### config.mk
export PLATFORM = sky130hd
export DESIGN_NAME = lzwd_token_parser
export DESIGN_NICKNAME = d
export VERILOG_FILES = /design/src/rtl/core/lzwd_pkg.sv /design/src/rtl/core/lzwd_token_parser.sv
export SDC_FILE = /design/constraint.sdc
export NUM_CORES = 1
export LEC_CHECK = 0
export BUFFER_PORTS_ARGS = -buffer_cell sky130_fd_sc_hd__buf_2
export CAP_MARGIN = 20
export CORE_UTILIZATION = 51
export CTS_CLUSTER_SIZE = 40
export DETAILED_ROUTE_END_ITERATION = 8
export PLACE_DENSITY = 0.82
export SETUP_SLACK_MARGIN = 0.4
export SLEW_MARGIN = 20
export SYNTH_ARGS = -nofsm -noshare
export SYNTH_HDL_FRONTEND = slang
export SYNTH_SLANG_ARGS = --single-unit
export TNS_END_PERCENT = 20
### constraint.sdc
create_clock -name clk -period 1.3 [get_ports clk]
set_input_delay 0 -clock clk [delete_from_list [all_inputs] [get_ports clk]]
set_output_delay 0 -clock clk [all_outputs]
set_load 0.05 [all_outputs]
### src/rtl/core/lzwd_pkg.sv
package lzwd_pkg;

  // Window geometry: 4096 bytes addressed by 12-bit absolute positions.
  localparam int unsigned WIN_AW    = 12;
  localparam int unsigned WIN_DEPTH = 1 << WIN_AW;
  localparam int unsigned FILL_W    = WIN_AW + 1;

  // A match copies at most 18 + 255 bytes.
  localparam int unsigned LEN_W = 9;

  // Request codes of the input channel.
  localparam logic [1:0] REQ_DATA  = 2'd0;
  localparam logic [1:0] REQ_START = 2'd1;
  localparam logic [1:0] REQ_CLEAR = 2'd2;

  // What a compressed byte asks of the output side.
  localparam logic [1:0] TOK_NONE  = 2'd0;
  localparam logic [1:0] TOK_LIT   = 2'd1;
  localparam logic [1:0] TOK_COPY  = 2'd2;

  typedef struct packed {
    logic [1:0]        kind;
    logic [7:0]        lit;
    logic [WIN_AW-1:0] pos;
    logic [LEN_W-1:0]  len;
  } tok_t;

endpackage

### src/rtl/core/lzwd_token_parser.sv
module lzwd_token_parser (
  input  logic           clk,
  input  logic           rst_n,
  input  logic           start,
  input  logic           take,
  input  logic [7:0]     data_byte,
  output lzwd_pkg::tok_t tok
);

  localparam logic [1:0] PH_START    = 2'd0;
  localparam logic [1:0] PH_TOKEN    = 2'd1;
  localparam logic [1:0] PH_MATCH_HI = 2'd2;
  localparam logic [1:0] PH_EXTEND   = 2'd3;

  logic [15:0]                 flag_r;
  logic [15:0]                 flag_nxt;
  logic [1:0]                  phase_r;
  logic [1:0]                  phase_nxt;
  logic [7:0]                  first_r;
  logic [7:0]                  first_nxt;
  logic [lzwd_pkg::WIN_AW-1:0] pend_r;
  logic [lzwd_pkg::WIN_AW-1:0] pend_nxt;

  always_comb begin
    logic [15:0]                 fs;
    logic                        go_token;
    logic [lzwd_pkg::WIN_AW-1:0] pos;
    logic [4:0]                  len_small;

    flag_nxt  = flag_r;
    phase_nxt = phase_r;
    first_nxt = first_r;
    pend_nxt  = pend_r;
    tok       = '0;
    tok.kind  = lzwd_pkg::TOK_NONE;
    tok.lit   = data_byte;
    fs        = flag_r;
    go_token  = 1'b0;
    pos       = {data_byte[3:0], first_r};
    len_small = 5'd3 + {1'b0, data_byte[7:4]};

    case (phase_r)
      PH_START: begin
        // The flag byte is used up once the marker bit has shifted past
        // bit 8; then this byte is the next flag byte.
        fs        = {1'b0, flag_r[15:1]};
        phase_nxt = PH_TOKEN;
        if (!fs[8]) begin
          flag_nxt = {8'hff, data_byte};
        end else begin
          flag_nxt = fs;
          go_token = 1'b1;
        end
      end
      PH_TOKEN: begin
        go_token = 1'b1;
      end
      PH_MATCH_HI: begin
        if (len_small == 5'd18) begin
          pend_nxt  = pos;
          phase_nxt = PH_EXTEND;
        end else begin
          phase_nxt = PH_START;
          tok.kind  = lzwd_pkg::TOK_COPY;
          tok.pos   = pos;
          tok.len   = lzwd_pkg::LEN_W'(len_small);
        end
      end
      default: begin
        phase_nxt = PH_START;
        tok.kind  = lzwd_pkg::TOK_COPY;
        tok.pos   = pend_r;
        tok.len   = lzwd_pkg::LEN_W'(18) + {1'b0, data_byte};
      end
    endcase

    if (go_token) begin
      if (fs[0]) begin
        first_nxt = data_byte;
        phase_nxt = PH_MATCH_HI;
      end else begin
        phase_nxt = PH_START;
        tok.kind  = lzwd_pkg::TOK_LIT;
      end
    end

    if (!take) begin
      flag_nxt  = flag_r;
      phase_nxt = phase_r;
      first_nxt = first_r;
      pend_nxt  = pend_r;
    end
    if (start) begin
      flag_nxt  = '0;
      phase_nxt = PH_START;
      first_nxt = '0;
      pend_nxt  = '0;
    end
  end

  always_ff @(posedge clk) begin
    if (!rst_n) begin
      flag_r  <= '0;
      phase_r <= PH_START;
      first_r <= '0;
      pend_r  <= '0;
    end else begin
      flag_r  <= flag_nxt;
      phase_r <= phase_nxt;
      first_r <= first_nxt;
      pend_r  <= pend_nxt;
    end
  end

endmodule

Word level (Yosys, flattened, before mapping) --
Cells that the tools add are included.
Storage, ports and cells: bits in registers 38, output and inout bits 31, word-level logic and storage cells 32
Cells by class: eq/ne operators 4, muxes and demuxes 14, reduce and logical (&&, ||, !) cells 7, bitwise operators 1, add/subtract/negate cells 2
Operators with widths (count):
- 21-bit case mux with 2 select lines | 1
- 21-bit two-way mux | 1
- 16-bit two-way mux | 1
- 2-bit two-way mux | 6
- 5-bit by 8-bit adder with 9-bit output (first input constant) | 1
- 2-bit case mux with 3 select lines | 1
- 3-bit AND reduction | 2
- 2-bit by 4-bit adder with 5-bit output (first input constant) | 1
- 5-bit equality test (second input constant) | 1
- 2-bit case mux with 2 select lines | 1
- 2-bit AND reduction | 2
- 2-bit OR reduction | 2
- 2-bit by 1-bit equality test with 1-bit output (second input constant) | 1
- 2-bit equality test (second input constant) | 1
- 2-bit zero test | 1
- 1-bit two-way mux | 2
- 2-bit inequality test (second input constant) | 1
- 1-bit case mux with 2 select lines | 1
- 1-bit inverter | 1

Logic depth before layout (Yosys ltp) --
Gate-level depths: netlist of the first run.
depth after elaboration 6, mapped depth 8, depth with buffers taken out 5

Worst setup path before layout of the first run --
OpenSTA, ideal clock, no wires.
path kind input-to-output, start point in data_byte[5], end point out tok[10] (netlist bit), required time 1.300 ns, slack -0.824 ns, arrival 2.124 ns, cell stages on the path 7, cells stage by stage buf_2 -> inv_1 -> ha_1 -> nand3b_1 -> clkbuf_1 -> o21ai_0 -> a21boi_0
RTL lines:
- start, declared | line lzwd_token_parser.sv:6 | input logic [7:0] data_byte,
- end, declared | line lzwd_token_parser.sv:7 | output lzwd_pkg::tok_t tok

==> impl_metrics.py, run 1 <==
metrics = {
    "run_status": {
        "status": "finished, violations left",
        "violations": "design-rule violations, negative setup slack",
    },
    "global_routing": {
        "grt_overflow_total": 0,
        "grt_first_pass_wirelength_um": 13200,
        "antenna_found_initial": 0,
        "gr-usage-all-layers_pct": 33.2,
        "met1_usage_pct": 39.9,
        "first_global_vias": 2624,
        "top_usage_layer": "met2",
        "grtUsageMet3_pct": 5.97,
        "grt_max_degree": 30,
        "grt_use_met2_pct": 54.8,
    },
    "critical_path": {
        "r2r_setup_slack_ps": -180,
        "path_cells": "buf_12, buf_16, nor2b_4, o21ai_4, a21boi_4, buf_6",
        "crit_family": "buffers and inverters",
        "crit_arrival_ps": 1600,
        "startpoint_type": "flop",
        "path_buf_inv": 3,
        "crit_type": "reg -> out",
        "end_kind": "primary output",
        "max_stage_delay_ps": 370,
        "required_ps": 1300,
        "crit_fanout": 7,
        "crit_slowest_cell": "dfxtp_4",
    },
    "layout": {
        "syn_to_final_growth_pct": 54.2,
        "fillers": 231,
        "fin_cells": 436,
        "final_cell_mix": "36 x dfxtp_1, 35 x buf_4, 24 x buf_6",
        "utilization_pct": 82.2,
        "nets": 385,
        "antenna_cells": 0,
        "final_common_cell": "dfxtp_1",
        "layout-drive-gt1-share_pct": 46.6,
    },
    "floorplan": {
        "io_pins": 43,
        "dieArea_sq_um": 5220,
        "die_w_um": 72.3,
        "rows": 25,
        "dieHeight_um": 72.3,
        "start_util_pct": 53.3,
        "core_area_sq_um": 4720,
    },
    "timing": {
        "skew_ps": 6.95,
        "finalSetupViolCount": 54,
        "hold_viol": 0,
        "max_freq_ghz": 0.626,
        "setup_ws_ps": -298,
        "worst_pin_slew_ps": 348,
        "maxSlewViolCount": 0,
        "maxSlewHeadroom_pct": 76.5,
        "fin_crit_sh_pct": 123,
        "rsz0062_at_grt": "true",
        "fin_crit_ps": 1600,
    },
    "clocking": {
        "cts_tree": "built",
        "clockRootBuffer": "clkbuf_8",
        "cts_max_level": 2,
        "numCtsBuffers": 5,
        "holdBufCountCts": 0,
        "clk_pin_slew_worst_paths_ps": 80,
        "clock_latency_ps": 300,
        "clock_sinks": 38,
        "clock_path_buffers": 2,
    },
    "route": {
        "drtAntennaViolNets": 0,
        "wirelength_um": 9740,
        "num_vias": 2982,
        "drc": 1,
        "drtIter0Drc": 427,
        "dr.pass1.iters": 9,
        "detail_route.wl_per_cell_um": 22.3,
        "vias_per_cell": 6.84,
    },
    "synth": {
        "ys_types": 44,
        "synth_fp_nets": 332,
        "async_flop_share_pct": 0,
        "yosys_warnings": 0,
        "syn_inst": 315,
        "synth_top_area_share_pct": 30.2,
        "synth_ff_type": "dfxtp_1",
        "syn-mean-instance-area_sq_um": 8.00,
        "synth-edff-count": 0,
        "yosys_register_bits": 38,
        "yosysTopAreaCell": "dfxtp_1",
        "synth.cell_area_sq_um": 2520,
        "synth_seq_area_share_pct": 30.2,
        "synthTopCellsByArea": "dfxtp_1 30%, a21boi_0 4.2%, o21ai_0 3.6%",
    },
    "run": {
        "cap_violations": 0,
    },
    "power_and_ir_drop": {
        "p_leak_uw": 0.00141,
        "irDropWorstVdd_v": 0.000524,
        "powerDensity_nw_per_um2": 814,
    },
    "placement": {
        "dp.cells": 422,
        "numPortBuffers": 42,
        "dp_hpwl_um": 4800,
        "gp_congestion": 0.811,
    },
    "min_path": {
        "hp-class": "in -> reg",
    },
}
[stage by stage]
step	TNS [ps]	setup slack, ps	hold slack [ps]	area [sq um]	total power [uW]
5_1_grt	-8380	-315	95.8	3880	3230
6_report	-5150	-298	81.9	3880	3160
2_1_floorplan	-322	-53.0	154	3040	1660
3_5_place_dp	-938	-158	345	3350	1790
3_3_place_gp	-345	-91.1	343	3350	1780
4_1_cts	-3230	-185	52.2	3740	3060
[layer usage]
layer  wire (um)  vias to the layer above
met5           0                        -
met2        4710                      242
met3         849                       84
met4         652                        0
li1            -                     1255
met1        3530                     1401
[worst paths after layout]
path / from / end / cells after the start
worst min register to register: flag_r[15]$_SDFFE_PP0P_ / flag_r[14]$_SDFFE_PP0P_ / 2
worst max register to register: phase_r[0]$_SDFFE_PP0P_ / first_r[4]$_SDFFE_PP0P_ / 3
worst max-delay path: phase_r[0]$_SDFFE_PP0P_ / tok[14] / 6
worst min-delay path: start / phase_r[0]$_SDFFE_PP0P_ / 4
[power breakdown]
| group | leakage (uW) | switching (uW) | internal (uW) |
|---|---|---|---|
| Sequential | 0.000310 | 19.2 | 1190 |
| Combinational | 0.00103 | 424 | 262 |
| Clock | 0.0000714 | 450 | 819 |
[worst reg2reg max path, cell delays in order, from the launching register on]
cell and delay (ps):
dfxtp_4 370, and3b_2 400, or3b_1 420, a31oi_1 210
[synthesized netlist by cell type (5+ instances only)]
cell type,instances
nor2_1,20
buf_2,10
o21ai_0,18
ha_1,5
or3b_1,5
or3b_2,6
nand4_1,13
dfxtp_1,38
clkbuf_1,20
nand4b_1,6
inv_1,8
nor2b_1,14
o31ai_1,12
a21boi_0,14
a311oi_1,5
mux2i_1,8
nand2_1,19
a31oi_1,9
a211oi_1,10
a21oi_1,16
buf_4,10
a22oi_1,8
[flip-flops by register name, indices dropped and copies added (netlist names)]
signal	cells
first_r	8
flag_r	16
pend_r	12
phase_r	2
[logic make-up (layout without fill, tap and decap cells)]
logic type / after synthesis / after routing / synth area share (%)
fa+ha+maj: 5 / 5 / 2.48
flops: 38 / 38 / 30.2
compound gates: 101 / 101 / 26.7
buf+inv: 53 / 107 / 11.1
simple gates: 104 / 104 / 24.2
xor+xnor: 6 / 6 / 2.09
mux: 8 / 8 / 3.18
[area by class of cell]
class	instances	area, sq um	area share [%]
Clock buffer	6	82.6	2.13
Clock inverter	2	60.1	1.55
Inverter	8	40.0	1.03
Multi-Input combinational cell	224	1960	50.5
Sequential cell	38	768	19.8
Tap cell	67	83.8	2.16
Timing Repair Buffer	91	886	22.8
[what timing repair did]
action                                  CTS  global route
endpoints found under the hold margin     0             0
pin swaps                                13             9
gates resized for setup                  61            31
setup buffers                             4             0
endpoints found under the setup margin   61            61
cloned                                    1             1
(Power assumes the default switching activity.)
==> run 2: changes to the inputs <==
--- a/config.mk
+++ b/config.mk
@@ -8,7 +8,7 @@
 export BUFFER_PORTS_ARGS = -buffer_cell sky130_fd_sc_hd__buf_2
 export CAP_MARGIN = 20
 export CORE_UTILIZATION = 51
-export CTS_CLUSTER_SIZE = 40
+export CTS_CLUSTER_DIAMETER = 60
 export DETAILED_ROUTE_END_ITERATION = 8
 export PLACE_DENSITY = 0.82
 export SETUP_SLACK_MARGIN = 0.4
==> constraint.sdc (replaced) <==
create_clock -name clk -period 1.3 [get_ports clk]
set_input_delay 0 -clock clk [delete_from_list [all_inputs] [get_ports clk]]
set_output_delay 0 -clock clk [all_outputs]
set_load 0.1 [all_outputs]
==> run 2 against run 1 <==
The run ends with negative setup slack left. Non-clock buffer count increased by 3. Sequential share of layout area shrank 0.52 points. Cell count up 0.69%. Worst hold slack better by 20 ps. Wire length fell by 3.3%. Via count shrank 3.4%. Die area is the same. Design area is 2.5% higher. Maximum frequency is 2.5% higher. Utilization increased by 2.1 points. Sequential power about the same.
==> impl_metrics.py, run 2 (synthesis gave the netlist of run 1 again) <==
metrics = {
    "power_and_ir_drop": {
        "powerDensity_nw_per_um2": 740,
        "power_uw": 2950,
        "irDropWorstVdd_v": 0.000443,
        "p_leak_uw": 0.00136,
    },
    "critical_path": {
        "end_kind": "primary output",
        "crit_arrival_ps": 1560,
        "timing.rr.start": "phase_r[0]$_SDFFE_PP0P_",
        "r2r_setup_slack_ps": -240,
        "crit_slowest_cell": "dfxtp_2",
        "path_cells": "buf_6, buf_12, nor2b_2, o21ai_2, a21boi_4, buf_12",
        "crit_fanout": 8,
        "crit_family": "buffers and inverters",
        "max_stage_delay_ps": 350,
        "rr_worst_depth": 4,
        "path_buf_inv": 3,
        "required_ps": 1300,
        "path_common_cell": "buf_12",
        "crit_type": "reg -> out",
        "reg2reg_to": "first_r[2]$_SDFFE_PP0P_",
        "startpoint_type": "flop",
    },
    "timing": {
        "maxSlewHeadroom_pct": 64.3,
        "maxSlewViolCount": 0,
        "skew_ps": 9.23,
        "tns_ps": -7600,
        "rsz0062_at_grt": "true",
        "finalSetupViolCount": 59,
        "whs_ps": 102,
        "fin_crit_sh_pct": 120,
        "fin_crit_ps": 1560,
        "max_freq_ghz": 0.641,
        "setup_ws_ps": -259,
        "hold_viol": 0,
        "worst_pin_slew_ps": 533,
    },
    "route": {
        "num_vias": 2882,
        "drc": 0,
        "detail_route.wl_per_cell_um": 21.4,
        "dr.pass1.iters": 5,
        "vias_per_cell": 6.56,
        "wirelength_um": 9410,
        "drtAntennaViolNets": 0,
        "drtIter0Drc": 276,
    },
    "layout": {
        "regMostFlops": "flag_r",
        "nets": 388,
        "final_common_cell": "buf_4",
        "syn_to_final_growth_pct": 58.1,
        "layout-drive-gt1-share_pct": 48.7,
        "utilization_pct": 84.3,
        "antenna_cells": 0,
        "final_cell_mix": "41 x buf_4, 35 x dfxtp_1, 28 x buf_12",
        "reg.largest.list": "flag_r: 16 flops, pend_r: 12 flops, first_r: 8 flops",
        "largest_register_ffs": 16,
    },
    "floorplan": {
        "dieHeight_um": 72.3,
        "io_pins": 43,
        "start_util_pct": 53.3,
        "rows": 25,
        "dieArea_sq_um": 5220,
        "die_w_um": 72.3,
        "core_area_sq_um": 4720,
    },
    "global_routing": {
        "grt_overflow_total": 0,
        "first_global_vias": 2745,
        "grt_first_pass_wirelength_um": 13800,
        "gr-usage-all-layers_pct": 34.6,
        "grt_max_degree": 29,
        "antenna_found_initial": 0,
    },
    "clocking": {
        "cts_tree": "built",
        "clk_pin_slew_worst_paths_ps": 80,
        "clock_path_buffers": 2,
        "clock_latency_ps": 310,
        "holdBufCountCts": 0,
        "clock_sinks": 38,
        "clockRootBuffer": "clkbuf_8",
        "numCtsBuffers": 5,
        "cts_max_level": 2,
    },
    "placement": {
        "numPortBuffers": 42,
        "gp_congestion": 0.806,
        "dp_hpwl_um": 5080,
    },
    "min_path": {
        "hp-class": "in -> reg",
        "whs_path_depth": 4,
        "min_to": "phase_r[0]$_SDFFE_PP0P_",
        "min_from": "start",
    },
    "run_status": {
        "violations": "negative setup slack",
        "status": "finished, violations left",
    },
    "run": {
        "cap_violations": 0,
    },
}
[run 2: cell types whose count changed in the layout (fill, tap and decap cells not counted), moves of 4 or more]
cell and delta:
buf_12 +20, nand2_4 -6, buf_6 -19, nor2b_4 -6
nand2_1 +6, o21ai_2 +5, o31ai_2 +12, buf_4 +6
o31ai_1 -12, o21ai_4 -4, nor2b_2 +5
[run 2: repair_timing]
item,CTS,global route
buffers inserted,5,1
resized for setup,33,39
gates cloned,3,0
pin swaps,14,17
endpoints found under the setup margin,61,61
[run 2: area by class of cell]
cell class | instances | area (sq um)
clock buffer | 8 | 110
fill | 212 | 741
inverter | 8 | 30.0
multi-input combinational | 224 | 1890
sequential | 38 | 767
tap | 67 | 83.8
timing repair buffer | 94 | 1100
[run 2: routing by layer]
metal	wire length [um]	global-route usage, %	share of wire [%]	vias to the layer above
li1	-	-	-	1245
met1	3590	43.3	38	1385
met2	4540	56.5	48	197
met3	787	5.14	8.4	55
met4	495	20.3	5.3	0
met5	0	0	0	-
[run 2: worst max-delay path by stage]
stage               depth (start not counted)       to               startpoint  slack (ps)
floorplan                                   5   tok[8]  phase_r[0]$_SDFFE_PP0P_        -260
global placement                            8  tok[19]             data_byte[4]         -90
detailed placement                          8  tok[18]             data_byte[4]        -190
CTS                                         6  tok[11]  phase_r[0]$_SDFFE_PP0P_        -220
global route                                6  tok[20]  phase_r[0]$_SDFFE_PP0P_        -310
finish                                      6  tok[14]  phase_r[0]$_SDFFE_PP0P_        -260
[run 2: per-stage QoR]
stage | worst slack (ps) | cells | instance area (sq um)
global placement | -89.9 | 422 | 3490
finish | -259 | 439 | 3980
detailed placement | -187 | 422 | 3490
floorplan | -259 | 315 | 2810
global route | -312 | 439 | 3980
CTS | -221 | 438 | 3860
[run 2: tightest hold or removal path, cell delays in order]
cell	delay (ps)
buf_2	110
nor4bb_1	60
nand4_1	110
o211ai_1	90
[run 2: where the power goes]
group	leakage [uW]	switching (uW)	internal [uW]	total, uW
combinational	0.000990	470	251	721
sequential	0.000310	19.6	1190	1210
clock	0.0000575	481	537	1020
total	0.00136	971	1980	2950
